**config.mk**
```make
export PLATFORM = sky130hd
export DESIGN_NAME = chunked_message_framer
export DESIGN_NICKNAME = d
export VERILOG_FILES = /design/src/rtl/cmf_pkg.sv /design/src/rtl/chunked_message_framer.sv
export SDC_FILE = /design/constraint.sdc
export NUM_CORES = 1
export LEC_CHECK = 0
export ABC_AREA = 1
export BUFFER_PORTS_ARGS = -buffer_cell sky130_fd_sc_hd__buf_2
export CORE_UTILIZATION = 40
export CTS_CLUSTER_SIZE = 16
export DETAILED_ROUTE_END_ITERATION = 6
export GPL_ROUTABILITY_DRIVEN = 0
export PLACE_DENSITY_LB_ADDON = 0.1
export RECOVER_POWER = 50
export SLEW_MARGIN = 10
export SYNTH_ARGS = -nofsm -noshare
export SYNTH_HDL_FRONTEND = slang
export SYNTH_SLANG_ARGS = --single-unit
export TNS_END_PERCENT = 100
```
**constraint.sdc**
```tcl
create_clock -name aclk -period 3.2 [get_ports aclk]
set_input_delay 0.64 -clock aclk [delete_from_list [all_inputs] [get_ports aclk]]
set_output_delay 0.64 -clock aclk [all_outputs]
set_load 0.02 [all_outputs]
```
**src/rtl/cmf_pkg.sv**
```systemverilog
`timescale 1ns / 1ps
// ----------------------------------------------------------------------------
// cmf_pkg
// Constants shared by the chunked message framer: field widths, header
// codes, tag bytes and size limits of the framing.
// ----------------------------------------------------------------------------
package cmf_pkg;

    // field widths
    localparam int BYTE_W = 8;
    localparam int LEN_W  = 16;

    // header and tag bytes
    localparam logic [BYTE_W-1:0] HDR_LONG   = 8'hff;
    localparam logic [BYTE_W-1:0] HDR_TYPE   = 8'h01;
    localparam logic [BYTE_W-1:0] CHUNK_MARK = 8'hff;
    localparam logic [BYTE_W-1:0] TAG_FIRST  = 8'h4d;  // 'M'
    localparam logic [BYTE_W-1:0] TAG_SECOND = 8'h32;  // '2'

    // size limits
    localparam logic [LEN_W-1:0]  SHORT_LIMIT = 16'h00fe;
    localparam logic [BYTE_W-1:0] FIRST_SPAN  = 8'hfd;
    localparam logic [LEN_W-1:0]  CHUNK_MAX   = 16'h00ff;
    localparam logic [LEN_W-1:0]  TAG_LEN     = 16'd2;

endpackage

```
**src/rtl/chunked_message_framer.sv**
```systemverilog
`timescale 1ns / 1ps
// ----------------------------------------------------------------------------
// chunked_message_framer
// Frames payload bytes into length-prefixed messages with a two-byte tag,
// splitting long messages into chunks that each carry a chunk header.
// ----------------------------------------------------------------------------
// One accepted payload byte is held in an input register and stepped through
// a small phase sequencer that writes one framed byte per cycle into the
// output register while it is free. A payload byte in the middle of a message
// emits only the data byte, so the sustained rate is one byte per cycle while
// m_tready stays high. The first byte of a message emits four header bytes,
// two tag bytes and the data byte, the data byte dropped when the payload
// length is zero; a byte that opens a new chunk of a long message emits the
// chunk length, the chunk mark and the data byte. An oversized message emits
// only its error transfer; other bytes that produce no output are dropped.
// The input is taken in the same cycle the held byte finishes, and the output
// register takes a new byte in the same cycle m_tready accepts its last one.
module chunked_message_framer (
    input  logic        aclk,
    input  logic        aresetn,
    // input channel
    input  logic        s_tvalid,
    output logic        s_tready,
    input  logic [23:0] s_tdata,   // [7:0] payload_byte, [23:8] payload_length
    input  logic [0:0]  s_tuser,   // [0] first_of_message
    // result channel
    output logic        m_tvalid,
    input  logic        m_tready,
    output logic [7:0]  m_tdata,   // [7:0] out_byte
    output logic        m_tlast,   // last_of_message
    output logic [0:0]  m_tuser    // [0] oversize_error
);

    typedef enum logic [3:0] {
        PH_ENTRY,
        PH_HDR1,
        PH_HDR2,
        PH_HDR3,
        PH_TAG_M,
        PH_TAG_2,
        PH_CHK_LEN,
        PH_CHK_FF,
        PH_DATA
    } phase_t;

    // held input item
    logic                       item_valid_reg, item_valid_next;
    logic [cmf_pkg::BYTE_W-1:0] item_byte_reg, item_byte_next;
    logic [cmf_pkg::LEN_W-1:0]  item_len_reg, item_len_next;
    logic                       item_first_reg, item_first_next;
    phase_t                     phase_reg, phase_next;

    // message state
    logic [cmf_pkg::LEN_W-1:0]  position_reg, position_next;
    logic [cmf_pkg::LEN_W-1:0]  total_reg, total_next;
    logic [cmf_pkg::BYTE_W-1:0] chunk_reg, chunk_next;
    logic                       long_form_reg, long_form_next;
    logic                       dropping_reg, dropping_next;

    // output register
    logic                       m_valid_reg, m_valid_next;
    logic [cmf_pkg::BYTE_W-1:0] m_byte_reg, m_byte_next;
    logic                       m_last_reg, m_last_next;
    logic                       m_err_reg, m_err_next;

    // helpers
    logic                       out_free;
    logic                       emit;
    logic                       done;
    logic                       s_accept;
    logic [cmf_pkg::LEN_W:0]    new_total;
    logic                       oversize;
    logic [cmf_pkg::LEN_W-1:0]  remain;
    logic [cmf_pkg::BYTE_W-1:0] remain_sat;
    logic                       last_flag;
    logic [cmf_pkg::BYTE_W-1:0] chunk_dec;
    logic [cmf_pkg::BYTE_W-1:0] emit_byte;
    logic                       emit_last;
    logic                       emit_err;

    assign out_free  = !m_valid_reg || m_tready;
    assign new_total = {1'b0, item_len_reg} + {1'b0, cmf_pkg::TAG_LEN};
    assign oversize  = new_total[cmf_pkg::LEN_W];
    assign remain    = total_reg - position_reg;
    assign remain_sat = (remain > cmf_pkg::CHUNK_MAX) ? cmf_pkg::CHUNK_MAX[cmf_pkg::BYTE_W-1:0]
                                                      : remain[cmf_pkg::BYTE_W-1:0];
    assign last_flag = ({1'b0, position_reg} + 17'd1) == {1'b0, total_reg};
    assign chunk_dec = (long_form_reg && chunk_reg != '0) ? chunk_reg - 8'd1 : chunk_reg;

    // phase sequencer: one framed byte per cycle for the held item while the output register is free
    always_comb begin
        position_next  = position_reg;
        total_next     = total_reg;
        chunk_next     = chunk_reg;
        long_form_next = long_form_reg;
        dropping_next  = dropping_reg;
        phase_next     = phase_reg;
        emit           = 1'b0;
        done           = 1'b0;
        emit_byte      = '0;
        emit_last      = 1'b0;
        emit_err       = 1'b0;
        if (item_valid_reg) begin
            case (phase_reg)
                PH_ENTRY: begin
                    if (item_first_reg) begin
                        if (out_free) begin
                            emit = 1'b1;
                            if (oversize) begin
                                emit_err       = 1'b1;
                                dropping_next  = 1'b1;
                                position_next  = '0;
                                total_next     = '0;
                                chunk_next     = '0;
                                long_form_next = 1'b0;
                                done           = 1'b1;
                            end else begin
                                dropping_next = 1'b0;
                                total_next    = new_total[cmf_pkg::LEN_W-1:0];
                                position_next = '0;
                                if (new_total[cmf_pkg::LEN_W-1:0] < cmf_pkg::SHORT_LIMIT) begin
                                    long_form_next = 1'b0;
                                    chunk_next     = '0;
                                    emit_byte      = new_total[cmf_pkg::BYTE_W-1:0] + 8'd2;
                                end else begin
                                    long_form_next = 1'b1;
                                    chunk_next     = cmf_pkg::FIRST_SPAN;
                                    emit_byte      = cmf_pkg::HDR_LONG;
                                end
                                phase_next = PH_HDR1;
                            end
                        end
                    end else if (dropping_reg || position_reg >= total_reg) begin
                        // no open message: drop silently
                        done = 1'b1;
                    end else if (long_form_reg && chunk_reg == '0) begin
                        if (out_free) begin
                            emit       = 1'b1;
                            emit_byte  = remain_sat;
                            chunk_next = remain_sat;
                            phase_next = PH_CHK_FF;
                        end
                    end else if (out_free) begin
                        emit          = 1'b1;
                        emit_byte     = item_byte_reg;
                        emit_last     = last_flag;
                        position_next = position_reg + 16'd1;
                        chunk_next    = chunk_dec;
                        done          = 1'b1;
                    end
                end
                PH_HDR1: begin
                    if (out_free) begin
                        emit       = 1'b1;
                        emit_byte  = cmf_pkg::HDR_TYPE;
                        phase_next = PH_HDR2;
                    end
                end
                PH_HDR2: begin
                    if (out_free) begin
                        emit       = 1'b1;
                        emit_byte  = total_reg[15:8];
                        phase_next = PH_HDR3;
                    end
                end
                PH_HDR3: begin
                    if (out_free) begin
                        emit       = 1'b1;
                        emit_byte  = total_reg[7:0];
                        phase_next = PH_TAG_M;
                    end
                end
                PH_TAG_M, PH_TAG_2: begin
                    if (out_free) begin
                        emit          = 1'b1;
                        emit_byte     = (phase_reg == PH_TAG_M) ? cmf_pkg::TAG_FIRST
                                                                : cmf_pkg::TAG_SECOND;
                        emit_last     = last_flag;
                        position_next = position_reg + 16'd1;
                        chunk_next    = chunk_dec;
                        if (last_flag) begin
                            done = 1'b1;
                        end else if (phase_reg == PH_TAG_M) begin
                            phase_next = PH_TAG_2;
                        end else if (long_form_reg && chunk_dec == '0) begin
                            phase_next = PH_CHK_LEN;
                        end else begin
                            phase_next = PH_DATA;
                        end
                    end
                end
                PH_CHK_LEN: begin
                    if (out_free) begin
                        emit       = 1'b1;
                        emit_byte  = remain_sat;
                        chunk_next = remain_sat;
                        phase_next = PH_CHK_FF;
                    end
                end
                PH_CHK_FF: begin
                    if (out_free) begin
                        emit       = 1'b1;
                        emit_byte  = cmf_pkg::CHUNK_MARK;
                        phase_next = PH_DATA;
                    end
                end
                PH_DATA: begin
                    if (out_free) begin
                        emit          = 1'b1;
                        emit_byte     = item_byte_reg;
                        emit_last     = last_flag;
                        position_next = position_reg + 16'd1;
                        chunk_next    = chunk_dec;
                        done          = 1'b1;
                    end
                end
                default: begin
                    done = 1'b1;
                end
            endcase
        end
        if (done) begin
            phase_next = PH_ENTRY;
        end
    end

    // input register
    assign s_tready = !item_valid_reg || done;
    assign s_accept = s_tvalid && s_tready;

    always_comb begin
        item_valid_next = item_valid_reg && !done;
        item_byte_next  = item_byte_reg;
        item_len_next   = item_len_reg;
        item_first_next = item_first_reg;
        if (s_accept) begin
            item_valid_next = 1'b1;
            item_byte_next  = s_tdata[7:0];
            item_len_next   = s_tdata[23:8];
            item_first_next = s_tuser[0];
        end
    end

    // output register
    always_comb begin
        m_valid_next = m_valid_reg && !m_tready;
        m_byte_next  = m_byte_reg;
        m_last_next  = m_last_reg;
        m_err_next   = m_err_reg;
        if (emit) begin
            m_valid_next = 1'b1;
            m_byte_next  = emit_byte;
            m_last_next  = emit_last;
            m_err_next   = emit_err;
        end
    end

    // control and state registers
    always_ff @(posedge aclk) begin
        if (!aresetn) begin
            item_valid_reg <= 1'b0;
            phase_reg      <= PH_ENTRY;
            position_reg   <= '0;
            total_reg      <= '0;
            chunk_reg      <= '0;
            long_form_reg  <= 1'b0;
            dropping_reg   <= 1'b0;
            m_valid_reg    <= 1'b0;
        end else begin
            item_valid_reg <= item_valid_next;
            phase_reg      <= phase_next;
            position_reg   <= position_next;
            total_reg      <= total_next;
            chunk_reg      <= chunk_next;
            long_form_reg  <= long_form_next;
            dropping_reg   <= dropping_next;
            m_valid_reg    <= m_valid_next;
        end
    end

    // payload registers
    always_ff @(posedge aclk) begin
        item_byte_reg  <= item_byte_next;
        item_len_reg   <= item_len_next;
        item_first_reg <= item_first_next;
        m_byte_reg     <= m_byte_next;
        m_last_reg     <= m_last_next;
        m_err_reg      <= m_err_next;
    end

    assign m_tvalid   = m_valid_reg;
    assign m_tdata    = m_byte_reg;
    assign m_tlast    = m_last_reg;
    assign m_tuser[0] = m_err_reg;

    // error transfer carries a zero byte and no last mark
    assert property (@(posedge aclk) disable iff (!aresetn)
        (m_tvalid && m_tuser[0]) |-> (m_tdata == '0 && !m_tlast))
        else $error("error transfer carries data or last mark");

    // only long-form messages count chunk bytes
    assert property (@(posedge aclk) disable iff (!aresetn)
        (chunk_reg != '0) |-> long_form_reg)
        else $error("chunk count set outside long form");

    // position never passes the message length
    assert property (@(posedge aclk) disable iff (!aresetn)
        position_reg <= total_reg)
        else $error("message position beyond message length");

    // sequencer only leaves entry phase while an item is held
    assert property (@(posedge aclk) disable iff (!aresetn)
        (phase_reg != PH_ENTRY) |-> item_valid_reg)
        else $error("sequencer active without held item");

endmodule
```
### Word-level counts from Yosys, hierarchy flattened

Index checks and enable logic that the tools add are counted.

* latch bits: 0
* output and inout port bits: 12
* flip-flop bits (word level): 83
* ROM bits: 0
* memories: 0
* RAM bits: 0
* bits of input ports: 29

* magnitude comparators: 3
* equality and inequality tests: 20
* shift-type cells: 0
* reduce and logical (&&, ||, !) cells: 30
* add/sub/neg operators: 6
* divide/modulo/power cells: 0
* bitwise logic cells: 1
* mux-type cells: 71
* multipliers: 0

Operator list (count)
* 8-bit 2-to-1 mux: 21
* 16-bit 2-to-1 mux: 6
* 8-bit one-hot mux with 8 select lines: 1
* 4-bit 2-to-1 mux: 14
* 16-bit one-hot mux with 2 select lines: 1
* 4-bit one-hot mux with 7 select lines: 1
* 8-bit one-hot mux with 3 select lines: 1
* 1-bit 2-to-1 mux: 21
* 16-bit by 1-bit adder with 17-bit output, second input constant: 1
* 16-bit by 2-bit adder with 17-bit output, second input constant: 1
* 17-bit by 16-bit equality test with 1-bit output: 1
* 16-bit by 1-bit adder with 16-bit output, second input constant: 1
* 4-bit by 3-bit equality test with 1-bit output, second input constant: 4
* 16-bit >= comparator: 1
* 16-bit by 8-bit > comparator with 1-bit output, second input constant: 1
* 8-bit logical NOT: 2
* 16-bit by 8-bit less-than comparator with 1-bit output, second input constant: 1
* 16-bit subtractor: 1
* 3-bit != test, second input constant: 5
* 7-bit 2-to-1 mux: 2
* 2-bit != test, second input constant: 6
* 12-bit AND reduction: 1
* 8-bit by 2-bit adder with 8-bit output, second input constant: 1
* 4-bit by 2-bit equality test with 1-bit output, second input constant: 2
* other kinds (21): 34

### Logic depth before layout (Yosys ltp)

Gate-level depths: netlist of the first run.

* word-level depth: 11
* gate-level depth with buffers: 22
* mapped depth without buffers: 21

### Worst setup path after synthesis of the first run

No wires, ideal clock.

* path type: reg2reg
* from: register position_reg[1] in the netlist's numbering
* to: register item_byte_reg[0] in the netlist's numbering, enable pin
* period minus slack after synthesis: 2898 ps
* setup slack: 302 ps
* stages on the path, launching flop included: 18
* setup time: 380 ps
* arrival time: 2518 ps
* path through: dfxtp_1 ha_1 nand2_2 nor2_2 nand2_1 inv_1 nand2_1 nand3_1 nand2_1 nor2_1 nand2_1 nor2_1 nand3_1 nor2_2 nand3_1 nand3_1 nand2_1 inv_1

* word-level cells in the longest chain between the ends: 8
* elaborated cells between the ends (all ways): 12
* those cells by class: add/sub: 1; order compare: 1; eq/ne: 1; mux: 6; reduce/logical: 3

RTL lines
* start, declared: RTL line chunked_message_framer.sv:54 `logic [cmf_pkg::LEN_W-1:0] position_reg, position_next;`
* start signal, assigned: RTL line chunked_message_framer.sv:272 `position_reg <= position_next;`
* 16-bit by 1-bit adder with 17-bit output or 16-bit >= comparator (tied branches): RTL line chunked_message_framer.sv:87, chunked_message_framer.sv:133
* 17-bit by 16-bit equality test with 1-bit output or 1-bit logical OR (tied branches): RTL line chunked_message_framer.sv:87, chunked_message_framer.sv:133
* 1-bit 2-to-1 mux, on equally long branches: RTL line chunked_message_framer.sv:181, chunked_message_framer.sv:133
* 1-bit 2-to-1 mux, on equally long branches: RTL line chunked_message_framer.sv:174, chunked_message_framer.sv:106
* 1-bit one-hot mux with 4 select lines (*): RTL line chunked_message_framer.sv:104 `case (phase_reg)`
* 1-bit 2-to-1 mux (*): RTL line chunked_message_framer.sv:103 `if (item_valid_reg) begin`
* 1-bit logical OR (*): RTL line chunked_message_framer.sv:228 `assign s_tready = !item_valid_reg || done;`
* named net s_tready: RTL line chunked_message_framer.sv:23 `output logic s_tready,`
* 1-bit logical AND (*): RTL line chunked_message_framer.sv:229 `assign s_accept = s_tvalid && s_tready;`
* named net s_accept: RTL line chunked_message_framer.sv:70 `logic s_accept;`
* end signal, assigned: RTL line chunked_message_framer.sv:283 `item_byte_reg <= item_byte_next;`
* end, declared: RTL line chunked_message_framer.sv:48 `logic [cmf_pkg::BYTE_W-1:0] item_byte_reg, item_byte_next;`

Mark *: on every way through the listed nets, which the timed path passes. The rest lies on a longest branch.
A chain may end at the register's enable or synchronous reset.

### Final worst setup path of the first run

* from: register chunk_reg[0] in the netlist's numbering
* to: output port s_tready

* word-level cells in the longest chain between the ends: 8

RTL lines
* start, declared: RTL line chunked_message_framer.sv:56 `logic [cmf_pkg::BYTE_W-1:0] chunk_reg, chunk_next;`
* start signal, assigned: RTL line chunked_message_framer.sv:274 `chunk_reg <= chunk_next;`
* 8-bit logical NOT: RTL line chunked_message_framer.sv:136 `end else if (long_form_reg && chunk_reg == '0) begin`
* 1-bit logical AND: RTL line chunked_message_framer.sv:136
* 1-bit 2-to-1 mux: RTL line chunked_message_framer.sv:136
* 1-bit 2-to-1 mux: RTL line chunked_message_framer.sv:133 `end else if (dropping_reg || position_reg >= total_reg) begin`
* 1-bit 2-to-1 mux: RTL line chunked_message_framer.sv:106 `if (item_first_reg) begin`
* 1-bit one-hot mux with 4 select lines: RTL line chunked_message_framer.sv:104
* 1-bit 2-to-1 mux: RTL line chunked_message_framer.sv:103
* 1-bit logical OR: RTL line chunked_message_framer.sv:228
* end, declared: RTL line chunked_message_framer.sv:23

No other way between the ends.

==> out/summary.txt, run 1 <==
Syn-to-layout area delta: 18.52%
remaining global-route overflow: 0
Synth area leaders: nand2_1 (20%), edfxtp_1 (16%), dfxtp_1 (14%)
crit-path max FO: 5
Psw: 0.002348 W
Rel. slew slack: 42.59%
n_diodes: 0
RSZ-0062 raised after global routing: yes
Num CTS Buffers: 9
min Tclk post-route: 3.083 ns
top cells by count, synth: nand2_1 (362), inv_1 (148), nor2_1 (90)
Placeable Area: 16520 um2
DRT Wirelength: 20610 um
First-pass DRT Iterations: 5
Peak VDD IR: 0.4087 mV
Routed Antenna Nets: 0
Fillers: 1741
Residual DRC: 0
layout cells sized above 1: 16.19%
internal power of the cells: 0.002920 W
Vias/cell: 5.036
Comb pwr share: 51.6%
DRT iter0 DRCs: 481
PD cells: 657.2 nW/um2
CTS Root Cell: clkbuf_16
vias in the first global route: 6314
register area: 2026 um2
EDFF count, synth: 35
dominant cell type by area after synthesis: nand2_1
DP Wirelength: 16360 um
switch share: 44.57%
synthesized flop and latch total: 83
Tot GR Track Use: 24.52%
Netlist cell types: 50
clock skew: 0.008031 ns
die area: 17430 um2
Worst-Skew Late Latency: 0.34 ns
Yosys warning count: 0
Final Slew Violations: 0
placed insts: 1339
first-pass GRT wire length: 33290 um
Crit. End Element: output pin
maxcap violations: 0
placed cell areas: 7343 um2
P_leak: 3.654 nW
Fin. Hold Viols: 0
worst slew pin tran: 0.8546 ns
H-tree depth: 3
average wire per standard cell: 15.05 um
f_max: 324.4 MHz
async set or reset register ratio after synthesis: 0%
Crit path arrival time: 2.44 ns
final core utilization: 48.50%
clock power share: 20.9%
fin crit share: 96.34%
total number of vias: 6894
CTS tree: done
Worst EP required: 2.56 ns
CP startpoint kind: flip-flop
register area share after synthesis: 29.75%
prevailing post-synth register cell: dfxtp_1
Port-buffer cells: 40
area of the multi-input gates: 4334 um2
Setup Viol. Count Final: 0
sequential share of power: 27.5%
worst hold margin: 0.4703 ns
fin cells: 1369
fin area: 8015 um2
worst-case clock buffer depth: 2
cell count after synthesis: 1073
Worst-path clk slew: 0.07 ns
antenna violations before repair: 0
Hold Path Class: input port to flip-flop
Synth Cell Area: 6763 um2
NumNets Final: 1194
Ports: 41
largest net degree at the start of global routing: 31
Avg Inst Size Synth: 6.303 um2
die width: 132.0 um
# rows: 47
crit path kind: flip-flop to output pin
syn nets: 1123
die height: 132.0 um
CTS sink count: 83
run status: complete, no violations
Synth top area share: 20.09%
most common cell in the netlist: nand2_1
starting density of the core: 40.93%
-- area by class of cell --
class | instances | area share (%)
clock buffers | 11 | 3.153
clock inverters | 5 | 0.7337
inverters | 160 | 7.493
multi-input cells | 814 | 54.07
flip-flops and latches | 83 | 25.27
well taps | 220 | 3.434
repair buffers | 76 | 5.838
-- final timing paths --
check	from	to	slack, ns	cells after the start
max reg2reg	position_reg[12]	m_tdata[7]	0.37	18
min	s_tdata[17]	item_len_reg[9]	0.47	1
min reg2reg	total_reg[0]	total_reg[0]	0.47	2
max	chunk_reg[0]	s_tready	0.12	12
-- repair_timing --
item	4_1_cts	5_1_grt
hold endpoints to repair	0	0
resized for setup	21	42
hold buffers	0	0
cloned	0	0
setup endpoints to repair	1	7
pin swaps	1	11
setup buffers	0	14
-- power by group through the flow --
stage | Combinational (W) | Sequential, W | Clock, W
4_1_cts | 0.00251 | 0.00144 | 0.00112
6_report | 0.00272 | 0.00145 | 0.00110
3_3_place_gp | 0.00244 | 0.00145 | 0
3_5_place_dp | 0.00243 | 0.00145 | 0
5_1_grt | 0.00306 | 0.00147 | 0.00117
2_1_floorplan | 0.00180 | 0.00143 | 0
-- layer usage --
metal  vias up  wire length, um  track usage, %  part of all wire [%]
li1       3614                -               -                     -
met2       176             9123           38.62                    44
met1      3080            10180           35.20                    49
met4         0              343           6.331                   1.7
met5         -                0               0                     0
met3        24              961           3.230                   4.7
-- worst max-delay path, cell delays in order, from the launching register on --
cell and delay [ns]:
dfxtp_1 0.34, inv_1 0.16, ha_2 0.26, nand3_1 0.14, nor2_2 0.19, nand2_1 0.15
nor2_4 0.16, inv_2 0.05, nand4_1 0.12, o22ai_1 0.10, nor2_2 0.16, nand3_2 0.11
buf_6 0.15
-- cell families (layout without fill, tap and decap cells) --
group	Yosys count	after routing	share of synthesized area, %
AOI/OAI and AO/OA	147	147	12.17
buffers and inverters	176	252	9.991
DFF	83	83	29.75
xor gates and xnor gates	21	21	3.145
adders and majority gates	21	21	3.996
and+or+nand+nor	625	625	40.94
-- cell usage in the layout, fill, tap and decap left out, drive strengths merged, types with 20 or more instances in the layout --
| master | netlist | final |
|---|---|---|
| nand2 | 377 | 377 |
| inv | 158 | 160 |
| nor2 | 110 | 110 |
| nand3 | 83 | 83 |
| a21oi | 64 | 64 |
| buf | 6 | 62 |
| o21ai | 53 | 53 |
| dfxtp | 48 | 48 |
| edfxtp | 35 | 35 |
| clkbuf | 10 | 25 |
| nand4 | 24 | 24 |
| ha | 20 | 20 |
-- through the flow --
| stage | setup WS (ns) | TNS [ns] | total power (W) |
|---|---|---|---|
| global placement | 0.1896 | 0 | 0.003892 |
| detailed placement | 0.1745 | 0 | 0.003882 |
| floorplan | 0.3021 | 0 | 0.003233 |
| CTS | 0.004416 | 0 | 0.005064 |
| finish | 0.1172 | 0 | 0.005268 |
| global route | -0.05947 | -0.05947 | 0.005707 |
Power figures use the tool's default switching activity.
==> inputs of run 2 (changes only) <==
ABC_AREA = default   (was 1)
==> run 2 against run 1 <==
  * The run now ends with negative setup slack left
  * Clock-buffer cell count fell by 1
  * Worst hold slack got worse by 0.017 ns
  * Combinational power fell by 26%
  * Critical endpoint unchanged
  * Via count fell by 2.3%
  * Sequential power fell by 6%
  * Global-route usage rose by 2.3 points
  * Cell area fell by 1.2%
  * Largest power group unchanged
  * Flip-flop and latch count did not move
  * Non-clock buffer count rose by 52
  * Die area fell by 5.8%
  * Clock skew rose by 0.0034 ns
==> out/summary.txt, run 2 <==
worst r2r path cells: 7
Rel. slew slack: 39.36%
most common cell after layout, fill and taps aside: nor2_1
synthesized flop and latch total: 83
worst-case clock buffer depth: 2
Peak VDD IR: 0.2524 mV
CP Cell Sequence: buf_6 -> and4_4 -> buf_4 -> buf_4 -> and3_1 -> a21oi_1 -> nor4b_2 -> nand4_1 -> a21oi_2 -> nor4_4 -> inv_1 -> buf_6
Comb pwr share: 45.3%
H-tree depth: 3
remaining global-route overflow: 0
P_leak: 2.916 nW
Num CTS Buffers: 9
Tot GR Track Use: 26.82%
CP startpoint kind: flip-flop
total number of vias: 6737
CTS Hold Bufs: 0
Final Slew Violations: 0
internal power of the cells: 0.002662 W
clock skew: 0.01145 ns
Netlist cell types: 73
prevailing post-synth register cell: dfxtp_1
Routed Antenna Nets: 0
Residual DRC: 0
Setup Viol. Count Final: 1
failing checks: negative setup slack
Synth top area share: 16.51%
Crit path arrival time: 2.66 ns
EDFF count, synth: 35
f_max: 302.7 MHz
max incr delay on CP: 0.38 ns
syn nets: 865
Worst EP required: 2.56 ns
placed insts: 1094
Ports: 41
CTS Root Cell: clkbuf_16
Worst-Skew Late Latency: 0.36 ns
crit-path leading delay family: simple AND/OR/NAND/NOR gates
most frequent cells in the layout: nor2_1 (89), buf_4 (80), nand2_1 (65), a21oi_1 (65), xnor2_1 (45)
layout cells sized above 1: 21.87%
Fillers: 1469
register-to-register setup slack: 0.10 ns
NumNets Final: 955
starting density of the core: 41.41%
# rows: 45
most common cell in the netlist: nor2_1
Placeable Area: 15370 um2
CP bufs+invs: 5
PD cells: 561.7 nW/um2
Psw: 0.001787 W
worst slew pin tran: 0.9063 ns
DRT iter0 DRCs: 640
die area: 16420 um2
Port-buffer cells: 40
min Tclk post-route: 3.304 ns
final core utilization: 51.53%
switch share: 40.17%
antenna violations before repair: 0
Synth Cell Area: 6365 um2
Reg-to-Reg End: m_tdata[5]
Fin. Hold Viols: 0
async set or reset register ratio after synthesis: 0%
stages on the worst setup path: 12
crit-path max FO: 4
DP Wirelength: 16470 um
cell count after synthesis: 815
reg-to-reg startpoint: phase_reg[2]
fin crit share: 103.2%
run status: finished, violations left
Synth area leaders: edfxtp_1 (17%), dfxtp_1 (15%), xnor2_1 (6.2%)
crit path to: s_tready
die height: 128.1 um
die width: 128.1 um
Syn-to-layout area delta: 24.43%
CTS tree: done
vias in the first global route: 6490
CP max-delay cell: dfxtp_4
RSZ-0062 raised after global routing: yes
register area share after synthesis: 31.61%
average wire per standard cell: 19.10 um
n_diodes: 0
Hold Path Depth: 1
Avg Inst Size Synth: 7.810 um2
clock power share: 24.3%
DP Worst Slack: -0.08164 ns
Vias/cell: 6.010
CTS sink count: 83
Crit. End Element: output pin
first-pass GRT wire length: 33750 um
crit path kind: flip-flop to output pin
largest net degree at the start of global routing: 26
dominant cell type by area after synthesis: edfxtp_1
Setup crit start: position_reg[1]
Yosys warning count: 0
sequential share of power: 30.5%
maxcap violations: 0
DRT Wirelength: 21410 um
Hold Path Class: input port to flip-flop
Worst-path clk slew: 0.07 ns
Setup WS post-layout: -0.1039 ns
top cells by count, synth: nor2_1 (90), a21oi_1 (70), nand2_1 (66)
First-pass DRT Iterations: 5
fin cells: 1121
-- run 2: worst min-delay path by stage --
| stage | start | end | slack [ns] |
|---|---|---|---|
| finish | s_tdata[19] | item_len_reg[11] | 0.45 |
| global route | s_tdata[18] | item_len_reg[10] | 0.44 |
| floorplan | total_reg[0] | total_reg[0] | 0.45 |
| global placement | position_reg[9] | position_reg[9] | 0.55 |
| detailed placement | position_reg[9] | position_reg[9] | 0.57 |
| CTS | s_tdata[17] | item_len_reg[9] | 0.44 |
-- run 2: repair_timing --
| action | 4_1_cts | 5_1_grt |
|---|---|---|
| setup buffers | 4 | 7 |
| endpoints found under the setup margin | 1 | 37 |
| gates resized for setup | 34 | 45 |
| pin swaps | 12 | 14 |
-- run 2: power groups by stage --
stage / clock (W) / combinational (W) / sequential [W]
final: 0.00108 / 0.00201 / 0.00136
after CTS: 0.00110 / 0.00189 / 0.00135
after global placement: 0 / 0.00181 / 0.00137
after floorplan: 0 / 0.00120 / 0.00135
after detailed placement: 0 / 0.00183 / 0.00137
after global routing: 0.00113 / 0.00218 / 0.00137
-- run 2: metal layers --
metal  vias to the layer above  GRT usage (%)  wire length [um]
met3                        67          5.927              1592
li1                       3203              -                 -
met4                         0          13.36               860
met5                         -              0                 0
met1                      3178          33.81              9219
met2                       289          43.22              9738
-- run 2: logic make-up after synthesis --
group           Yosys count  share of synthesized area (%)
buf+inv                  85                          5.367
fa+ha+maj                21                          4.246
mux                       4                         0.6291
xor+xnor                 61                          8.394
compound gates          244                          25.18
flops                    83                          31.61
simple gates            317                          24.57
-- run 2: final cells by class --
| type | count | area, um2 | share of cell area (%) |
|---|---|---|---|
| clock buffer | 10 | 229.0 | 2.891 |
| sequential | 83 | 2031 | 25.64 |
| multi-input combinational | 647 | 4327 | 54.63 |
| inverter | 36 | 135.1 | 1.706 |
| clock inverter | 6 | 63.81 | 0.8057 |
| timing repair buffer | 128 | 870.8 | 11.00 |
| tap | 211 | 264.0 | 3.333 |
-- run 2: metrics by stage --
step	setup TNS, ns	hold slack (ns)	cell area (um2)	total power (W)
2_1_floorplan	-1.555	0.4453	6367	0.002551
3_3_place_gp	-0.04417	0.5538	7216	0.003176
3_5_place_dp	-0.08164	0.5700	7216	0.003193
4_1_cts	-0.1283	0.4438	7677	0.004335
5_1_grt	-0.2128	0.4441	7920	0.004682
6_report	-0.1039	0.4534	7920	0.004449
